**src/hw/rtl/mpms_pkg.sv**
```systemverilog
// ----------------------------------------------------------------------------
// mpms_pkg
// Shared types and constants of the spectral peak match scorer.
// ----------------------------------------------------------------------------
package mpms_pkg;

   localparam int MZ_W         = 26;
   localparam int INTEN_W      = 32;
   localparam int PPM_W        = 10;
   localparam int TOTAL_W      = 40;
   localparam int FRACTION_W   = 17;
   localparam int ENTRIES_W    = 9;
   localparam int DELTA_W      = 17;

   localparam int DEFAULT_MAX_LIB_PEAKS   = 256;
   localparam int DEFAULT_SCORE_FRAC_BITS = 16;

   localparam logic [PPM_W-1:0]   PPM_RESET  = 10'd10;
   localparam logic [MZ_W-1:0]    MZ_MAX     = 26'h3FF_FFFF;
   localparam logic [TOTAL_W-1:0] TOTAL_MAX  = 40'hFF_FFFF_FFFF;

   // Division by one million: floor(2^40 / 10^6) gives a quotient that is
   // at most one short, fixed by a single compare against the remainder.
   localparam logic [19:0] PPM_SCALE   = 20'd1000000;
   localparam logic [20:0] PPM_RECIP   = 21'd1099511;
   localparam int          RECIP_SHIFT = 40;

   typedef enum logic [1:0] {
      ACT_LOAD   = 2'd0,
      ACT_SAMPLE = 2'd1,
      ACT_FINISH = 2'd2,
      ACT_CLEAR  = 2'd3
   } mpms_action_type;

   typedef enum logic [3:0] {
      ST_IDLE,
      ST_LD_MUL,
      ST_LD_RECIP,
      ST_LD_BACK,
      ST_LD_WRITE,
      ST_PROBE,
      ST_COMPARE,
      ST_DIV_CNT,
      ST_WAIT_CNT,
      ST_DIV_INT,
      ST_WAIT_INT,
      ST_REPORT
   } mpms_state_type;

endpackage

```
**src/hw/rtl/mpms_div.sv**
```systemverilog
// ----------------------------------------------------------------------------
// mpms_div
// Restoring divider for a fraction no larger than one, one quotient bit
// per cycle.
// ----------------------------------------------------------------------------
module mpms_div #(
   parameter int FRAC_BITS = mpms_pkg::DEFAULT_SCORE_FRAC_BITS
) (
   input  logic                       clock,
   input  logic                       reset,
   input  logic                       start,
   input  logic [mpms_pkg::TOTAL_W-1:0] numer,
   input  logic [mpms_pkg::TOTAL_W-1:0] denom,
   output logic                       done,
   output logic [FRAC_BITS:0]         quot
);
   import mpms_pkg::*;

   localparam int CNT_W = $clog2(FRAC_BITS + 2);

   logic [TOTAL_W:0]   rem_ff;
   logic [TOTAL_W-1:0] den_ff;
   logic [FRAC_BITS:0] q_ff;
   logic [CNT_W-1:0]   cnt_ff;
   logic               done_ff;
   logic               ge;
   logic [TOTAL_W:0]   diff;

   assign ge   = rem_ff >= {1'b0, den_ff};
   assign diff = ge ? (rem_ff - {1'b0, den_ff}) : rem_ff;

   always_ff @(posedge clock) begin
      if (reset) begin
         cnt_ff  <= '0;
         done_ff <= 1'b0;
      end else begin
         done_ff <= 1'b0;
         if (start) begin
            cnt_ff <= CNT_W'(FRAC_BITS + 1);
         end else if (cnt_ff != '0) begin
            cnt_ff <= cnt_ff - 1'b1;
            if (cnt_ff == CNT_W'(1)) begin
               done_ff <= 1'b1;
            end
         end
      end
   end

   always_ff @(posedge clock) begin
      if (start) begin
         rem_ff <= {1'b0, numer};
         den_ff <= denom;
         q_ff   <= '0;
      end else if (cnt_ff != '0) begin
         rem_ff <= {diff[TOTAL_W-1:0], 1'b0};
         q_ff   <= {q_ff[FRAC_BITS-1:0], ge};
      end
   end

   assign done = done_ff;
   assign quot = q_ff;

endmodule

```
**config.mk**
```make
export PLATFORM = sky130hd
export DESIGN_NAME = mpms_div
export DESIGN_NICKNAME = d
export VERILOG_FILES = /design/src/hw/rtl/mpms_pkg.sv /design/src/hw/rtl/mpms_div.sv
export SDC_FILE = /design/constraint.sdc
export NUM_CORES = 1
export LEC_CHECK = 0
export BUFFER_PORTS_ARGS = -buffer_cell sky130_fd_sc_hd__buf_2
export CAP_MARGIN = 20
export CELL_PAD_IN_SITES_DETAIL_PLACEMENT = 1
export CELL_PAD_IN_SITES_GLOBAL_PLACEMENT = 1
export CORE_UTILIZATION = 44
export CTS_BUF_LIST = sky130_fd_sc_hd__clkbuf_8 sky130_fd_sc_hd__clkbuf_16
export DETAILED_ROUTE_END_ITERATION = 6
export PLACE_DENSITY_LB_ADDON = 0.1
export RECOVER_POWER = 25
export SLEW_MARGIN = 10
export SYNTH_ARGS = -nofsm -noshare
export SYNTH_HDL_FRONTEND = slang
export SYNTH_SLANG_ARGS = --single-unit
```
**constraint.sdc**
```tcl
create_clock -name clock -period 3.9 [get_ports clock]
set_input_delay 0 -clock clock [delete_from_list [all_inputs] [get_ports clock]]
set_output_delay 0 -clock clock [all_outputs]
set_load 0.02 [all_outputs]
```
==> results of run 1 <==
## flip-flops by register name, summed over array words and instances (netlist names)
register and count:
cnt_ff 5, quot 17, done 1, den_ff 40, rem_ff 41
## worst register-to-register path, delay by kind of cell (launching register included)
family          cells  cell delay [ps]
flops               1              450
buf+inv             1              250
simple gates        3              690
fa+ha+maj           1              330
compound gates      6             1660
## cells in the mapped netlist (3+ instances only)
cell type                   number  area share, %
sky130_fd_sc_hd__buf_2           3           0.23
sky130_fd_sc_hd__a21boi_1        3           0.34
sky130_fd_sc_hd__xnor2_1        16            2.1
sky130_fd_sc_hd__nor4_1         10           0.95
sky130_fd_sc_hd__inv_1          48            2.7
sky130_fd_sc_hd__buf_1           3           0.17
sky130_fd_sc_hd__or4_1           3           0.34
sky130_fd_sc_hd__a31oi_1         7           0.67
sky130_fd_sc_hd__nand3_1         5           0.38
sky130_fd_sc_hd__and2_1          6           0.57
sky130_fd_sc_hd__or3_1           4           0.38
sky130_fd_sc_hd__nor2b_1         5           0.48
sky130_fd_sc_hd__o211ai_1        5           0.57
sky130_fd_sc_hd__ha_1           42            8.0
sky130_fd_sc_hd__and3_1          9           0.86
sky130_fd_sc_hd__a21o_1         18            2.1
sky130_fd_sc_hd__nand2_1        77            4.4
sky130_fd_sc_hd__o21a_1          5           0.57
sky130_fd_sc_hd__or2_2           3           0.29
sky130_fd_sc_hd__nor3_1         11           0.84
sky130_fd_sc_hd__mux2i_1        29            4.4
sky130_fd_sc_hd__and4_1          3           0.40
sky130_fd_sc_hd__a21oi_1        81            6.2
sky130_fd_sc_hd__xor2_1         17            2.3
sky130_fd_sc_hd__o21ai_0        19            1.4
sky130_fd_sc_hd__edfxtp_1       80             37
sky130_fd_sc_hd__dfxtp_1        24            7.3
sky130_fd_sc_hd__clkbuf_1       17           0.97
sky130_fd_sc_hd__nor2_1         51            2.9
sky130_fd_sc_hd__a211oi_1        9            1.0
sky130_fd_sc_hd__o21ai_1         8           0.61
sky130_fd_sc_hd__nand4_1         5           0.48
sky130_fd_sc_hd__o21bai_1        6           0.69
sky130_fd_sc_hd__a2bb2oi_1       5           0.67
## final cells by class
cell class | instances | area (µm²) | share of cell area (%)
multi-input cells | 503 | 3360 | 40.9
flip-flops and latches | 104 | 2880 | 35.0
repair buffers | 179 | 1270 | 15.4
clock buffers | 11 | 253 | 3.07
well taps | 184 | 230 | 2.80
inverters | 50 | 188 | 2.28
clock inverters | 5 | 46.3 | 0.562
## layout by cell type, fill, tap and decap left out, drive strengths merged, types with 18 or more instances in the layout
master,instances
dlygate4sd3,71
a21oi,82
dfxtp,24
buf,106
edfxtp,80
o21ai,28
ha,42
nand2,77
a21o,18
nor2,52
inv,53
mux2i,29
## final timing paths
check        cells after the start                    end                  start  slack [ps]
max                             11   rem_ff[36]$_DFFE_PP_    rem_ff[1]$_DFFE_PP_         370
min                              2   rem_ff[29]$_DFFE_PP_              numer[29]          10
max reg2reg                     11   rem_ff[36]$_DFFE_PP_    rem_ff[1]$_DFFE_PP_         370
min reg2reg                      2  quot[16]$_SDFFE_PP0P_  quot[16]$_SDFFE_PP0P_         470
## kinds of logic after synthesis
logic type      count (synthesis)
compound gates                192
xor+xnor                       33
buf+inv                        77
fa+ha+maj                      43
simple gates                  205
mux                            30
flops                         104
## layer usage
layer	GRT usage [%]	part of all wire [%]	vias up
li1	-	-	2827
met4	7.66	1.6	0
met5	0	0	-
met2	44.8	49	113
met1	31.8	45	2799
met3	4.17	3.6	22
## repair_timing
item	4_1_cts	5_1_grt
hold buffers	71	0
endpoints found under the hold margin	76	0
setup buffers	0	0
## per-stage QoR
step / setup slack, ps / instance area, µm² / util [%] / instances / power, µW
after floorplan: 893 / 6560 / - / 684 / 4040
after global placement: 625 / 7230 / 49.7 / 949 / 4700
after detailed placement: 415 / 7230 / 49.7 / 949 / 4810
after CTS: 371 / 8240 / 56.7 / 1036 / 5820
after global routing: 75.4 / 8230 / 56.7 / 1036 / 6220
final: 366 / 8230 / 56.7 / 1036 / 5820
## power by group through the flow
stage / clock network [µW] / logic (µW) / registers, µW
floorplan: 0 / 2390 / 1650
global placement: 0 / 3010 / 1690
detailed placement: 0 / 3110 / 1700
CTS: 951 / 3190 / 1680
global route: 989 / 3520 / 1720
finish: 938 / 3200 / 1690
==> impl_summary.txt, run 1 <==
----------------------------------------------------
[Clock tree]
  Source-to-sink clock delay at the later pin of the worst-skew pair ... about 370 ps
  CTS resizes ... 0
  Clk sink count ... 104
  Number of buffers between clock root and the deepest sink ... 2
  Number of H-tree levels ... 3
  Clock Pin Slew Worst Setup and Hold Paths ... approximately 80 ps
  Root buffer cell ... sky130_fd_sc_hd__clkbuf_16
  CTS tree ... done
  Clock buffers created by TritonCTS ... 9

[Routing]
  DRT Wirelength ... about 19 mm
  Post-route DRC violation count ... 0
  DR iter-0 viols ... 331
  First-pass DRT Iterations ... 4
  Detailed-route vias per instance ... about 5.6
  Post-route ant nets ... 0
  Via count ... slightly below 6k
  Detailed-route wire length per cell ... around 18 µm

[Floorplanning]
  Number of rows in the core area ... 44
  Core footprint ... approximately 15000 µm²
  Top Ports ... 101
  Starting utilization of the core area ... a little under half
  Die width ... ~120 µm
  Die H ... between 100 and 150 µm
  Die area ... between 15000 and 20000 µm²

[Worst setup path]
  Buf/Inv on CP ... 1
  Cell class contributing the biggest share of worst-path delay ... compound AO/OA/AOI/OAI gates
  Required time at the endpoint of the critical path ... ~4000 ps
  Endpoint arrival time on the critical path ... ~3700 ps
  CP max stage cell ... sky130_fd_sc_hd__edfxtp_1
  Maximum net fanout on the critical path ... 24
  Endpoint class of the critical path ... flip-flop
  Maximum cell stage delay along the critical path ... about 450 ps
  CP Cell Sequence ... ha_1 -> nor2b_1 -> o2111ai_1 -> a21oi_1 -> o31ai_1 -> a211o_1 -> a211oi_4 -> nor2_4 -> buf_4 -> or3_1 -> a31oi_1
  Startpoint kind of the worst setup timing path ... flip-flop
  Setup Crit Path Kind ... flip-flop to flip-flop

[Place]
  Placer's final routability congestion estimate ... roughly 0.9
  Half-perimeter wire length after placement ... approximately 13 mm
  I/O Buffers ... 100

[Power and ir drop]
  P per Cell Area ... between 700 and 800 nW/µm²
  Part of the power in combinational logic ... 54.9%
  P_leak ... 0.00356 µW
  Portion of total power attributed to sequential cells ... between 20 and 30%
  Proportion of power drawn by the clock network ... about 16%
  Net load switching power ... around 2500 µW
  VDD IR max ... approximately 0.32 mV
  Fraction of power spent switching nets ... around 43%
  Internal power ... roughly 3300 µW

[Timing]
  Worst hold slack ... about 12 ps
  Number of hold-slack violations in the final timing report ... 0
  Setup TNS Final ... 0 ps
  Final number of max-transition violations ... 43
  Achievable frequency ... about 0.28 GHz
  Setup clock skew after layout ... 13.4 ps
  Tightest slew margin relative to the limit ... -46.3%
  Min cycle time layout ... around 3500 ps
  Worst slew pin tran ... 2190 ps
  Setup Viol. Count Final ... 0
  RSZ-0062 raised after global routing ... no
  Post-route fraction of the period consumed by the critical path ... between 90% and 100%

[Global route]
  First-pass GRT wire length ... approximately 30 mm
  Maximum number of pins on one net before global-route repair ... between 50 and 60
  Leftover overflow at the end of global routing ... 0
  Antenna violations before repair ... 0
  Number of global-route vias before repair ... ~6.1k
  Overall global routing resource usage ... between 20 and 30%

[Cells and area]
  Number of filler instances in the final layout ... about 1.7k
  Synthesis-to-finish area growth ... 25.5%
  Layout net count ... approximately 1000
  Fraction of layout cells with a size suffix above 1 ... 16.3%
  Total inserted antenna cells ... 0

[Synth]
  Synth async-reset ratio ... 0%
  XOR/XNOR Fraction of Synth Area ... around 4.4%
  Area fraction in and, or, nand and nor cells after synthesis ... between 10% and 20%
  Post-Syn Area per Cell ... 9.59 µm²
  Fraction of synthesized area in multiplexers ... 4.59%
  Cell area after technology mapping ... 6560 µm²
  Fraction of the mapped netlist area in adder cells ... approximately 8.3%
  Gate Count Post-Synth ... 684
  Syn Nets ... between 800 and 900
  Largest family of logic cells by synthesized area ... compound AO/OA/AOI/OAI gates
  Complex-gate fraction of the synthesized area ... a little under a fifth
  Share of synthesized area occupied by flip-flops and latches ... 43.9%
  Ys flop type ... sky130_fd_sc_hd__edfxtp_1
  Total of flip-flops plus latches after synthesis ... ~100
  Post-synth EDFFs ... 80
  Number of different library cells in the post-synthesis netlist ... 70
  Number of warnings reported in the yosys synthesis log ... 0

[Hold path]
  Type of the worst min-delay path ... input pin to flip-flop

[Run status]
  Violations in the final reports ... max-capacitance violations, max-slew violations
  Result of the run ... finished with violations

[Run]
  Maximum Capacitance Violations ... 1

----------------------------------------------------
No activity file was read; power rests on OpenSTA's default activity.
==> run 2, diff against run 1 <==
--- a/config.mk
+++ b/config.mk
@@ -13,7 +13,7 @@
 export CTS_BUF_LIST = sky130_fd_sc_hd__clkbuf_8 sky130_fd_sc_hd__clkbuf_16
 export DETAILED_ROUTE_END_ITERATION = 6
 export PLACE_DENSITY_LB_ADDON = 0.1
-export RECOVER_POWER = 25
+export RECOVER_POWER = 50
 export SLEW_MARGIN = 10
 export SYNTH_ARGS = -nofsm -noshare
 export SYNTH_HDL_FRONTEND = slang
==> run 2 against run 1 <==
  * The run still ends with max-capacitance violations, max-slew violations left
  * Combinational power about the same
  * First-iteration DRC count is 0.91% higher
  * Sequential share of layout area rose by 0.11 points
  * Clock power barely moved
  * Total power down 0.11%
  * Critical path depth is the same
  * Largest cell class unchanged
==> impl_summary.txt, run 2 (same netlist as run 1, synthesis figures left out) <==
----------------------------------------------------
[Run status]
  Violations in the final reports ... max-capacitance violations, max-slew violations
  Result of the run ... finished with violations

[Timing]
  Post-route fraction of the period consumed by the critical path ... between 90% and 100%
  Min cycle time layout ... 3540 ps
  Achievable frequency ... roughly 0.28 GHz
  RSZ-0062 raised after global routing ... no
  Setup TNS Final ... 0 ps
  Setup clock skew after layout ... about 13 ps
  Final number of max-transition violations ... 43
  Tightest slew margin relative to the limit ... -44.6%
  Worst slew pin tran ... approximately 2200 ps
  Number of hold-slack violations in the final timing report ... 0
  Setup Viol. Count Final ... 0

[Floorplanning]
  Die area ... approximately 15000 µm²
  Core footprint ... roughly 15000 µm²
  Die H ... 124 µm
  Number of rows in the core area ... 44
  Die width ... around 120 µm
  Top Ports ... roughly 100
  Starting utilization of the core area ... 45.2%

[Worst setup path]
  Endpoint class of the critical path ... flip-flop
  Maximum net fanout on the critical path ... 24
  Crit path depth ... 11
  Maximum cell stage delay along the critical path ... approximately 450 ps
  Startpoint kind of the worst setup timing path ... flip-flop
  Endpoint arrival time on the critical path ... approximately 3700 ps
  CP Cell Sequence ... ha_1 -> nor2b_1 -> o2111ai_1 -> a21oi_1 -> o31ai_1 -> a211o_1 -> a211oi_4 -> nor2_4 -> buf_4 -> or3_1 -> a31oi_1
  Cell class contributing the biggest share of worst-path delay ... compound AO/OA/AOI/OAI gates
  Setup Crit Path Kind ... flip-flop to flip-flop
  Required time at the endpoint of the critical path ... between 4000 and 5000 ps
  CP max stage cell ... sky130_fd_sc_hd__edfxtp_1
  Minimum setup slack among reg-to-reg paths ... between 300 and 400 ps
  Launch point of the worst reg-to-reg path ... rem_ff[1]$_DFFE_PP_
  Number of cells traversed by the worst register-to-register path ... 11
  Buf/Inv on CP ... 1
  Capturing point of the worst reg2reg path ... rem_ff[36]$_DFFE_PP_

[Hold path]
  Worst Hold Launch ... numer[29]
  Hold path depth ... 2
  Hold endpoint ... rem_ff[29]$_DFFE_PP_
  Type of the worst min-delay path ... input pin to flip-flop

[Routing]
  Detailed-route wire length per cell ... around 18 µm
  DRT Wirelength ... around 19 mm
  Via count ... approximately 5.8k
  DR iter-0 viols ... 334
  First-pass DRT Iterations ... 4
  Post-route DRC violation count ... 0
  Detailed-route vias per instance ... between 5 and 6
  Post-route ant nets ... 0

[Clock tree]
  Root buffer cell ... sky130_fd_sc_hd__clkbuf_16
  Source-to-sink clock delay at the later pin of the worst-skew pair ... about 360 ps
  CTS resizes ... 0
  Clock buffers created by TritonCTS ... 9
  Number of buffers between clock root and the deepest sink ... 2
  Clk sink count ... 104
  Clock Pin Slew Worst Setup and Hold Paths ... 80 ps
  Number of H-tree levels ... 3
  Post-CTS Setup Inserts ... 0
  Hold bufs inserted after CTS ... 71
  CTS tree ... done

[Place]
  Number of instances in the placed design ... 949
  Half-perimeter wire length after placement ... ~13 mm
  Placer's final routability congestion estimate ... between 0.8 and 0.9
  I/O Buffers ... 100

[Global route]
  Maximum number of pins on one net before global-route repair ... 52
  Overall global routing resource usage ... between 20% and 30%
  Antenna violations before repair ... 0
  First-pass GRT wire length ... 30.1 mm
  Number of global-route vias before repair ... 6101
  Leftover overflow at the end of global routing ... 0

[Cells and area]
  Max reg flops ... 41
  Layout net count ... 973
  Final cell count without fillers ... roughly 1.0k
  Most used cells in the layout excluding fill and tap cells ... 81 x sky130_fd_sc_hd__a21oi_1, 80 x sky130_fd_sc_hd__edfxtp_1, 79 x sky130_fd_sc_hd__buf_2
  Final Util ... 56.5%
  Leading cell type in the layout, fill and taps excluded ... sky130_fd_sc_hd__a21oi_1
  Register with the most flip-flops ... rem_ff
  Total inserted antenna cells ... 0
  Synthesis-to-finish area growth ... 25.1%
  Fraction of layout cells with a size suffix above 1 ... about 14%

[Power and ir drop]
  VDD IR max ... between 0.3 and 0.4 mV
  P_leak ... ~0.0035 µW
  P per Cell Area ... around 710 nW/µm²

[Run]
  Maximum Capacitance Violations ... 1

----------------------------------------------------
==> run 2: cell count changes in the layout (fill, tap and decap cells not counted) <==
cell	change
sky130_fd_sc_hd__buf_2	-19
sky130_fd_sc_hd__clkbuf_1	+19
sky130_fd_sc_hd__and2_0	+1
sky130_fd_sc_hd__and2_1	-1
sky130_fd_sc_hd__buf_4	-1
sky130_fd_sc_hd__clkbuf_2	+1
==> run 2: worst max path at each step <==
stage / start / to
finish: rem_ff[1]$_DFFE_PP_ / rem_ff[36]$_DFFE_PP_
global route: rem_ff[1]$_DFFE_PP_ / rem_ff[36]$_DFFE_PP_
CTS: rem_ff[1]$_DFFE_PP_ / rem_ff[36]$_DFFE_PP_
detailed placement: rem_ff[1]$_DFFE_PP_ / rem_ff[38]$_DFFE_PP_
global placement: rem_ff[1]$_DFFE_PP_ / rem_ff[1]$_DFFE_PP_
floorplan: rem_ff[0]$_SDFFCE_PN0P_ / rem_ff[35]$_DFFE_PP_
==> run 2: metrics by stage <==
step	setup slack (ps)	power [µW]	cell area (µm²)	hold WS [ps]
2_1_floorplan	893	4040	6560	69.1
3_3_place_gp	625	4700	7230	176
3_5_place_dp	415	4810	7230	178
4_1_cts	371	5820	8240	11.5
5_1_grt	75.4	6220	8210	8.24
6_report	363	5820	8210	15.3
==> run 2: layout make-up <==
cell class / count / area, µm²
Inverter: 50 / 188
Clock inverter: 5 / 46.3
Clock buffer: 11 / 253
Fill cell: 1695 / 6330
Tap cell: 184 / 230
Timing Repair Buffer: 179 / 1240
Sequential cell: 104 / 2880
Multi-Input combinational cell: 503 / 3360
==> run 2: worst register-to-register path, delay by kind of cell (launching register included) <==
kind            cells  cell delay (ps)
fa+ha+maj           1              330
simple gates        3              690
buf+inv             1              250
compound gates      6             1670
flops               1              450
==> run 2: per-layer routing <==
layer	vias up	share of wire (%)	wire length (µm)	GRT usage [%]
li1	2824	-	-	-
met1	2791	45	8500	31.8
met2	116	50	9390	44.8
met3	22	3.6	688	4.17
met4	0	1.7	313	7.66
met5	-	0	0	0
==> run 2: power by group <==
group	leakage [µW]	switching (µW)	total [µW]	internal [µW]
Clock	0.000149	454	935	481
Sequential	0.000995	160	1690	1530
Combinational	0.00233	1880	3200	1320
==> run 3, diff against run 2 <==
--- a/config.mk
+++ b/config.mk
@@ -5,13 +5,13 @@
 export SDC_FILE = /design/constraint.sdc
 export NUM_CORES = 1
 export LEC_CHECK = 0
-export BUFFER_PORTS_ARGS = -buffer_cell sky130_fd_sc_hd__buf_2
 export CAP_MARGIN = 20
 export CELL_PAD_IN_SITES_DETAIL_PLACEMENT = 1
 export CELL_PAD_IN_SITES_GLOBAL_PLACEMENT = 1
-export CORE_UTILIZATION = 44
+export CORE_UTILIZATION = 45
 export CTS_BUF_LIST = sky130_fd_sc_hd__clkbuf_8 sky130_fd_sc_hd__clkbuf_16
 export DETAILED_ROUTE_END_ITERATION = 6
+export DONT_BUFFER_PORTS = 1
 export PLACE_DENSITY_LB_ADDON = 0.1
 export RECOVER_POWER = 50
 export SLEW_MARGIN = 10
==> run 3 against run 2 <==
  * The flow still finishes with violations (max-capacitance violations, max-slew violations)
  * Flip-flop and latch count is the same
  * Core utilization is essentially flat
  * Critical path depth up 1
  * Sequential power about the same
  * Global-route usage up 1.2 points
  * Critical endpoint unchanged
  * Largest power group unchanged
==> impl_summary.txt, run 3 (same netlist as run 1, synthesis figures left out) <==
----------------------------------------------------
[Cells and area]
  Final cell count without fillers ... about 950
  Fraction of layout cells with a size suffix above 1 ... under 10%
  Register with the most flip-flops ... rem_ff
  Leading cell type in the layout, fill and taps excluded ... sky130_fd_sc_hd__dlygate4sd3_1
  Number of filler instances in the final layout ... between 1.5k and 2k
  Total inserted antenna cells ... 0
  Layout net count ... approximately 900
  Synthesis-to-finish area growth ... 20.9%
  Max reg flops ... a little over 40
  Most used cells in the layout excluding fill and tap cells ... 82 x sky130_fd_sc_hd__dlygate4sd3_1, 81 x sky130_fd_sc_hd__a21oi_1, 80 x sky130_fd_sc_hd__edfxtp_1

[Floorplanning]
  Core footprint ... 14000 µm²
  Top Ports ... 101
  Die area ... roughly 15000 µm²
  Starting utilization of the core area ... between 40% and 50%
  Die width ... roughly 120 µm
  Number of rows in the core area ... 43
  Die H ... between 100 and 150 µm

[Run status]
  Result of the run ... finished with violations
  Violations in the final reports ... max-capacitance violations, max-slew violations

[Global route]
  Leftover overflow at the end of global routing ... 0
  Maximum number of pins on one net before global-route repair ... 84
  Antenna violations before repair ... 0
  Overall global routing resource usage ... between 20% and 30%
  Number of global-route vias before repair ... between 5k and 6k
  First-pass GRT wire length ... about 30 mm

[Place]
  Number of instances in the placed design ... between 800 and 900
  Placer's final routability congestion estimate ... 0.876
  I/O Buffers ... 0
  Half-perimeter wire length after placement ... roughly 13 mm

[Worst setup path]
  Maximum net fanout on the critical path ... 7
  Minimum setup slack among reg-to-reg paths ... around 350 ps
  Endpoint arrival time on the critical path ... between 3000 and 4000 ps
  Capturing point of the worst reg2reg path ... rem_ff[36]$_DFFE_PP_
  Number of cells traversed by the worst register-to-register path ... 12
  Endpoint class of the critical path ... flip-flop
  Setup Crit Path Kind ... flip-flop to flip-flop
  Startpoint kind of the worst setup timing path ... flip-flop
  Required time at the endpoint of the critical path ... roughly 4000 ps
  Launch point of the worst reg-to-reg path ... rem_ff[1]$_DFFE_PP_

[Hold path]
  Worst Hold Launch ... start
  Hold path depth ... 2
  Type of the worst min-delay path ... input pin to flip-flop
  Hold endpoint ... rem_ff[28]$_DFFE_PP_

[Clock tree]
  CTS tree ... done
  Root buffer cell ... sky130_fd_sc_hd__clkbuf_16
  Number of buffers between clock root and the deepest sink ... 2
  Clk sink count ... about 100
  Number of H-tree levels ... 3
  CTS resizes ... 0
  Clock buffers created by TritonCTS ... 9
  Clock Pin Slew Worst Setup and Hold Paths ... about 80 ps
  Source-to-sink clock delay at the later pin of the worst-skew pair ... approximately 370 ps

[Routing]
  Via count ... between 5k and 6k
  Detailed-route vias per instance ... between 5 and 6
  WL met2 ... around 9.5 mm
  Top layer reached by signal wires ... met4
  Wire length on met1 ... 8.80 mm
  Met3 routed WL ... roughly 660 µm
  DRT Wirelength ... approximately 19 mm
  Detailed-route wire length per cell ... 20.3 µm
  DR iter-0 viols ... 342
  First-pass DRT Iterations ... 4
  Post-route ant nets ... 0
  Post-route DRC violation count ... 0

[Timing]
  Final number of max-transition violations ... 84
  Setup TNS Final ... 0 ps
  Worst slew pin tran ... ~4100 ps
  Post-route fraction of the period consumed by the critical path ... roughly 91%
  Achievable frequency ... between 0.2 and 0.3 GHz
  Setup Viol. Count Final ... 0
  Setup clock skew after layout ... ~12 ps
  Number of hold-slack violations in the final timing report ... 0
  Min cycle time layout ... ~3500 ps
  Tightest slew margin relative to the limit ... -171%
  RSZ-0062 raised after global routing ... no

[Power and ir drop]
  P per Cell Area ... 755 nW/µm²
  VDD IR max ... roughly 0.38 mV
  P_leak ... 0.00323 µW

[Run]
  Maximum Capacitance Violations ... 1

----------------------------------------------------
[run 3: changes by cell type in the layout (fill, tap and decap cells not counted), sizes merged]
cell / previous run / this run
buf: 86 / 15
clkbuf: 33 / 11
clkinv: 2 / 3
dlygate4sd3: 71 / 82
[run 3: worst max path at each step]
stage	startpoint	end	slack (ps)	depth (start not counted)
detailed placement	rem_ff[1]$_DFFE_PP_	rem_ff[28]$_DFFE_PP_	200	11
finish	rem_ff[1]$_DFFE_PP_	rem_ff[36]$_DFFE_PP_	350	12
global route	rem_ff[1]$_DFFE_PP_	rem_ff[36]$_DFFE_PP_	130	12
global placement	rem_ff[1]$_DFFE_PP_	rem_ff[27]$_DFFE_PP_	390	11
CTS	rem_ff[1]$_DFFE_PP_	rem_ff[28]$_DFFE_PP_	170	11
floorplan	rem_ff[0]$_SDFFCE_PN0P_	rem_ff[35]$_DFFE_PP_	890	13
[run 3: cell type report]
| cell class | instances | area, µm² | area share, % |
|---|---|---|---|
| sequential | 104 | 2880 | 36.3 |
| clock buffer | 10 | 250 | 3.16 |
| multi-input combinational | 503 | 3360 | 42.4 |
| timing repair buffer | 98 | 962 | 12.1 |
| clock inverter | 6 | 58.8 | 0.741 |
| tap | 180 | 225 | 2.84 |
| inverter | 50 | 188 | 2.37 |
[run 3: timing repair]
| action | CTS | global route |
|---|---|---|
| endpoints found under the hold margin | 143 | 0 |
| setup buffers | 0 | 6 |
| hold buffers | 83 | 0 |
| setup endpoints to repair | 0 | 4 |
[run 3: where the power goes]
group	leakage, µW	internal, µW	total, µW	switching, µW
Sequential	0.000995	1530	1700	171
Combinational	0.00208	1400	3330	1930
Clock	0.000153	488	959	471
[run 3: critical path, stage by stage (launching register included)]
cell	delay [ps]
sky130_fd_sc_hd__edfxtp_1	450
sky130_fd_sc_hd__ha_1	330
sky130_fd_sc_hd__nor2b_1	190
sky130_fd_sc_hd__o2111ai_1	160
sky130_fd_sc_hd__a21oi_1	340
sky130_fd_sc_hd__o31ai_1	180
sky130_fd_sc_hd__a211o_1	380
sky130_fd_sc_hd__a211oi_4	420
sky130_fd_sc_hd__nor2_4	80
sky130_fd_sc_hd__buf_4	190
sky130_fd_sc_hd__buf_4	140
sky130_fd_sc_hd__or3_1	370
sky130_fd_sc_hd__a31oi_1	160
[run 3: through the flow]
| stage | total power (µW) | util, % | setup WS (ps) | hold slack [ps] | instance area [µm²] |
|---|---|---|---|---|---|
| after detailed placement | 4830 | 48.1 | 205 | 75.2 | 6750 |
| final | 5990 | 56.5 | 355 | 9.49 | 7930 |
| after floorplan | 4040 | - | 893 | 69.1 | 6560 |
| after global routing | 6390 | 56.5 | 128 | 28.9 | 7930 |
| after CTS | 5890 | 56.3 | 174 | 0.300 | 7910 |
| after global placement | 4730 | 48.1 | 387 | 70.2 | 6750 |
[run 3: metal layers]
layer,global-route usage (%),vias to the layer above
met4,8.08,0
met5,0,-
met2,46.3,117
met3,4.55,19
li1,-,2666
met1,33.5,2701
